--- src/design/rci_mul.sv ---
// ----------------------------------------------------------------------------
// rci_mul: pipelined unsigned multiplier
// 32x32 partial products, row sums, final sum; three register stages.
// ----------------------------------------------------------------------------
module rci_mul #(
	parameter int AW = 32,
	parameter int BW = 32
) (
	input  logic          clk,
	input  logic [AW-1:0] a,
	input  logic [BW-1:0] b,
	output logic [AW+BW-1:0] p
);
	localparam int CHK = 32;
	localparam int NA  = (AW + CHK - 1) / CHK;
	localparam int NB  = (BW + CHK - 1) / CHK;
	localparam int PWD = AW + BW;

	logic [NA*CHK-1:0] a_ext;
	logic [NB*CHK-1:0] b_ext;
	logic [2*CHK-1:0]  pp_s1 [NA][NB];
	logic [PWD-1:0]    row_c [NA];
	logic [PWD-1:0]    row_s2 [NA];
	logic [PWD-1:0]    sum_c;
	logic [PWD-1:0]    p_s3;

	assign a_ext = (NA*CHK)'(a);
	assign b_ext = (NB*CHK)'(b);

	always_ff @(posedge clk) begin
		for (int i = 0; i < NA; i++) begin
			for (int j = 0; j < NB; j++) begin
				pp_s1[i][j] <= a_ext[i*CHK +: CHK] * b_ext[j*CHK +: CHK];
			end
		end
	end

	always_comb begin
		for (int i = 0; i < NA; i++) begin
			row_c[i] = '0;
			for (int j = 0; j < NB; j++) begin
				row_c[i] = row_c[i] + (PWD'(pp_s1[i][j]) << (j * CHK));
			end
		end
	end

	always_ff @(posedge clk) begin
		for (int i = 0; i < NA; i++) begin
			row_s2[i] <= row_c[i];
		end
	end

	always_comb begin
		sum_c = '0;
		for (int i = 0; i < NA; i++) begin
			sum_c = sum_c + (row_s2[i] << (i * CHK));
		end
	end

	always_ff @(posedge clk) begin
		p_s3 <= sum_c;
	end

	assign p = p_s3;

endmodule

--- config.mk ---
export PLATFORM = sky130hd
export DESIGN_NAME = rci_mul
export DESIGN_NICKNAME = d
export VERILOG_FILES = /design/src/design/rci_mul.sv
export SDC_FILE = /design/constraint.sdc
export NUM_CORES = 2
export LEC_CHECK = 0
export BUFFER_PORTS_ARGS = -buffer_cell sky130_fd_sc_hd__buf_2
export CELL_PAD_IN_SITES_DETAIL_PLACEMENT = 0
export CELL_PAD_IN_SITES_GLOBAL_PLACEMENT = 1
export CORE_MARGIN = 3
export CORE_UTILIZATION = 56
export DETAILED_ROUTE_END_ITERATION = 8
export GPL_TIMING_DRIVEN = 1
export PLACE_DENSITY_LB_ADDON = 0.1
export REMOVE_ABC_BUFFERS = 1
export SYNTH_ARGS = -nofsm -noshare
export SYNTH_HDL_FRONTEND = slang
export SYNTH_SLANG_ARGS = --single-unit
--- constraint.sdc ---
create_clock -name clk -period 16.8 [get_ports clk]
set_input_delay 3.36 -clock clk [delete_from_list [all_inputs] [get_ports clk]]
set_output_delay 3.36 -clock clk [all_outputs]
set_load 0.01 [all_outputs]
### Word level (Yosys, flattened, before mapping)

Memory sizes are Yosys's and may differ from the RTL's. A register that Yosys moved wholly into a read port is not among the register bits.
Index checks and enable logic that the tools add are counted.

* register bits: 0
* memory bits (writable): 128
* bits of input ports: 65
* word-level logic and storage cells: 3
* memories: 2

* multiply operators: 1

Memory list
* pp_s1: words 1, bits a word 64, rd ports 1, clocked after memory_dff 0, wr ports 1, line 21 `logic [2*CHK-1:0] pp_s1 [NA][NB];`
* row_s2: words 1, bits a word 64, rd ports 1, clocked after memory_dff 1, wr ports 1, line 23 `logic [PWD-1:0] row_s2 [NA];`

Operators by type and width (number)
* $mul 32x32->64: 1

### Longest topological paths before layout

* depth in word-level cells: 1
* gate-level depth with buffers: 30
* mapped depth without buffers: 28

### Worst setup path after synthesis

Ideal clock, no wire load.

* path type: input-to-reg
* start: in b[17]
* end: mem pp_s1[0][62] in the netlist's numbering
* setup time: 0.123 ns
* data arrival time: 10.044 ns
* path slack: 6.634 ns
* stages on the path: 26
* path buffers: 2
* path through: clkbuf_1 > and2_1 > fa_1 > inv_1 > fa_1 > inv_1 > fa_1 > inv_1 > fa_1 > inv_1 > fa_1 > fa_1 > fa_1 > fa_1 > ha_1 > buf_2 > a21oi_1 > o21ai_1 > a2111oi_0 > o21bai_1 > a221oi_1 > o221ai_1 > a311o_1 > a21oi_1 > o21ai_1 > xor2_1

* longest elaborated chain between the ends: 1

RTL lines
* start: declaration: line 11 `input logic [BW-1:0] b,`
* $mul 32x32->64: line 33 `pp_s1[i][j] <= a_ext[i*CHK +: CHK] * b_ext[j*CHK +: CHK];`
* end: declaration: line 21

Every way passes these cells.

### Worst setup path after layout

* start: in a[17]
* end: mem pp_s1[0][62] in the netlist's numbering

* longest elaborated chain between the ends: 1

RTL lines
* start: declaration: line 10 `input logic [AW-1:0] a,`
* $mul 32x32->64: line 33

Every way passes these cells.

==> out/qor.yml <==
clkTransAtPathRegs_ps: 90
num_rows: 93
hp-class: "flop to flop"
drt_iter0_drc: 1388
wl_per_cell_um: 21.0
max_cap_viol_count: 0
vias_per_cell: 5.45
final_cell_mix: "fa_1 (896), inv_1 (862), and2_1 (601)"
seq_area_frac_synth_pct: 10.3
vias: 25500
hold_violations: 0
multiInputGateArea_um2: 29200
numCtsBuffers: 17
cts_buffer_depth: 2
finalSetupViolCount: 0
synthTopCellsByArea: "fa_1 (48%), dfxtp_1 (10%), and2_1 (10%), ha_1 (8.9%), inv_1 (8.7%)"
grt_overflow: 0
nets: 5037
ys_seq_elements: 192
grtUsageTotal_pct: 29.2
relSlewSlack_pct: 37.7
crit_top_cell: "fa_1"
ys_warn_count: 0
final.fill_count: 5732
seqCellArea_um2: 3840
fmax_mhz: 90.5
cpMaxStageDelayCell: "buf_2"
post-cts-setup-buffers: 0
die_area_um2: 69500
arrival_ps: 11380
critPathKind: "input port to flop"
min_period_ps: 11040
synth_area_um2: 37200
htree_levels: 4
syn_avg_cell_area_um2: 9.58
syn_inst: 3879
cts_tree: "yes"
slowest_delay_ps: 700
gp_congestion: 0.907
hold_buffers: 0
clkLatencyLatePin_ps: 460
yosysUniqueCellTypes: 56
worstMarginPinSlew_ps: 934
ff2ff_path_depth: 0
start_kind: "input port"
worstSetupEndpointType: "flop"
fin_crit_sh_pct: 65.7
regToRegSetupSlack_ps: 16330
crit_chain: "buf_2 -> and2_1 -> fa_1 -> fa_1 -> inv_1 -> fa_1 -> fa_1 -> inv_1 -> fa_1 -> fa_1 -> fa_1 -> fa_1 -> ha_1 -> a21oi_1 -> o21ai_1 -> a2111oi_0 -> o21bai_1 -> a221oi_1 -> o221ai_1 -> a311o_1 -> a21oi_1 -> o21ai_1 -> xor2_1"
die_w_um: 264
cp_max_fo: 32
pin_count: 129
ant_nets: 0
firstDrtPassIters: 5
final_max_slew_viol_count: 0
setup_tns_ps: 0
grt_max_degree: 33
portBuffers: 128
reg2reg_to: "p[34]"
hpwl_mm: 77.6
hold_start: "pp_s1[0][52]"
clockRootBuffer: "clkbuf_16"
crit_family: "adder cells"
antenna_found_initial: 2
skew_ps: 17.0
cp.required_ps: 17140
whs_path_depth: 0
rsz0062_at_grt: "false"
drive_gt1_share_pct: 4.78
synth_area_leader_cell: "fa_1"
die_h_um: 264
fp.coreArea_um2: 65000
clock_sinks: 192
status: "finished clean"
synth_top_area_share_pct: 48.3
min_to: "row_s2[0][52]"
synth-main-ff-cell: "dfxtp_1"
grt_pass1_vias: 28900
synth-edff-count: 0
drt-total-wl_mm: 98.1
initial_core_util_pct: 57.1
path_buf_inv: 3
r2r_start: "row_s2[0][34]"
final_common_cell: "fa_1"
route.detailed.drc: 0
async_flop_share_pct: 0
cts_resized: 0
syn2layout_area_growth_pct: 4.31
grt_pass1_wl_mm: 157
area by class of cell:
| type | instances | share of cell area [%] |
|---|---|---|
| multi-input cells | 2601 | 75.4 |
| clock buffers | 17 | 1.10 |
| well taps | 855 | 2.76 |
| clock inverters | 15 | 0.626 |
| flip-flops and latches | 192 | 9.92 |
| inverters | 862 | 8.35 |
| repair buffers | 139 | 1.87 |
| diodes | 2 | 0.0129 |
per-layer routing:
layer,global-route usage (%),up-vias,wire length [um]
li1,-,11100,-
met1,36.1,13500,37900
met2,52.7,805,51500
met3,3.51,197,5080
met4,10.0,0,3700
met5,0,-,0
flip-flops by register name, summed over array words and instances (netlist names):
register	cells
p	64
pp_s1	64
row_s2	64
Yosys cell counts (all sizes together) (14+ instances only):
| library cell | n |
|---|---|
| fa | 896 |
| inv | 862 |
| and2 | 601 |
| nand2 | 469 |
| ha | 263 |
| clkbuf | 213 |
| dfxtp | 192 |
| a21oi | 74 |
| o21ai | 41 |
| xnor2 | 37 |
| a21o | 32 |
| nor2 | 31 |
| xor2 | 26 |
| nand4 | 25 |
| nand3 | 16 |
| o21bai | 14 |
cell families (layout without fill, tap and decap cells):
group                      count (synthesis)  after routing  share of synthesized area (%)
and+or+nand+nor                         1173           1173                           16.4
adders and majority gates               1159           1159                           57.1
buffers and inverters                   1086           1033                           11.0
AOI/OAI and AO/OA                        206            206                           3.64
DFF                                      192            192                           10.3
xor gates and xnor gates                  63             63                           1.49
other                                      0              2                              0
worst max path at each step:
| stage | to | from | depth (start not counted) |
|---|---|---|---|
| after global routing | pp_s1[0][62] | a[17] | 23 |
| after global placement | pp_s1[0][62] | b[8] | 23 |
| after detailed placement | pp_s1[0][62] | b[8] | 23 |
| after floorplan | pp_s1[0][60] | a[16] | 24 |
| after CTS | pp_s1[0][62] | b[8] | 23 |
| final | pp_s1[0][62] | a[17] | 23 |
per-stage QoR:
step / hold WS (ps) / setup slack (ps) / instance area [um2] / util, % / std cells
after floorplan: 310 / 6800 / 36300 / - / 3655
after global routing: 326 / 5430 / 38800 / 59.6 / 4681
final: 322 / 5760 / 38800 / 59.6 / 4683
after CTS: 321 / 5850 / 38800 / 59.6 / 4681
after global placement: 310 / 5470 / 38100 / 58.5 / 4649
after detailed placement: 312 / 5370 / 38100 / 58.5 / 4649
Power is left out: the tool's default activity adds up to more than one toggle a clock period on the data nets, which glitch-free logic cannot reach.
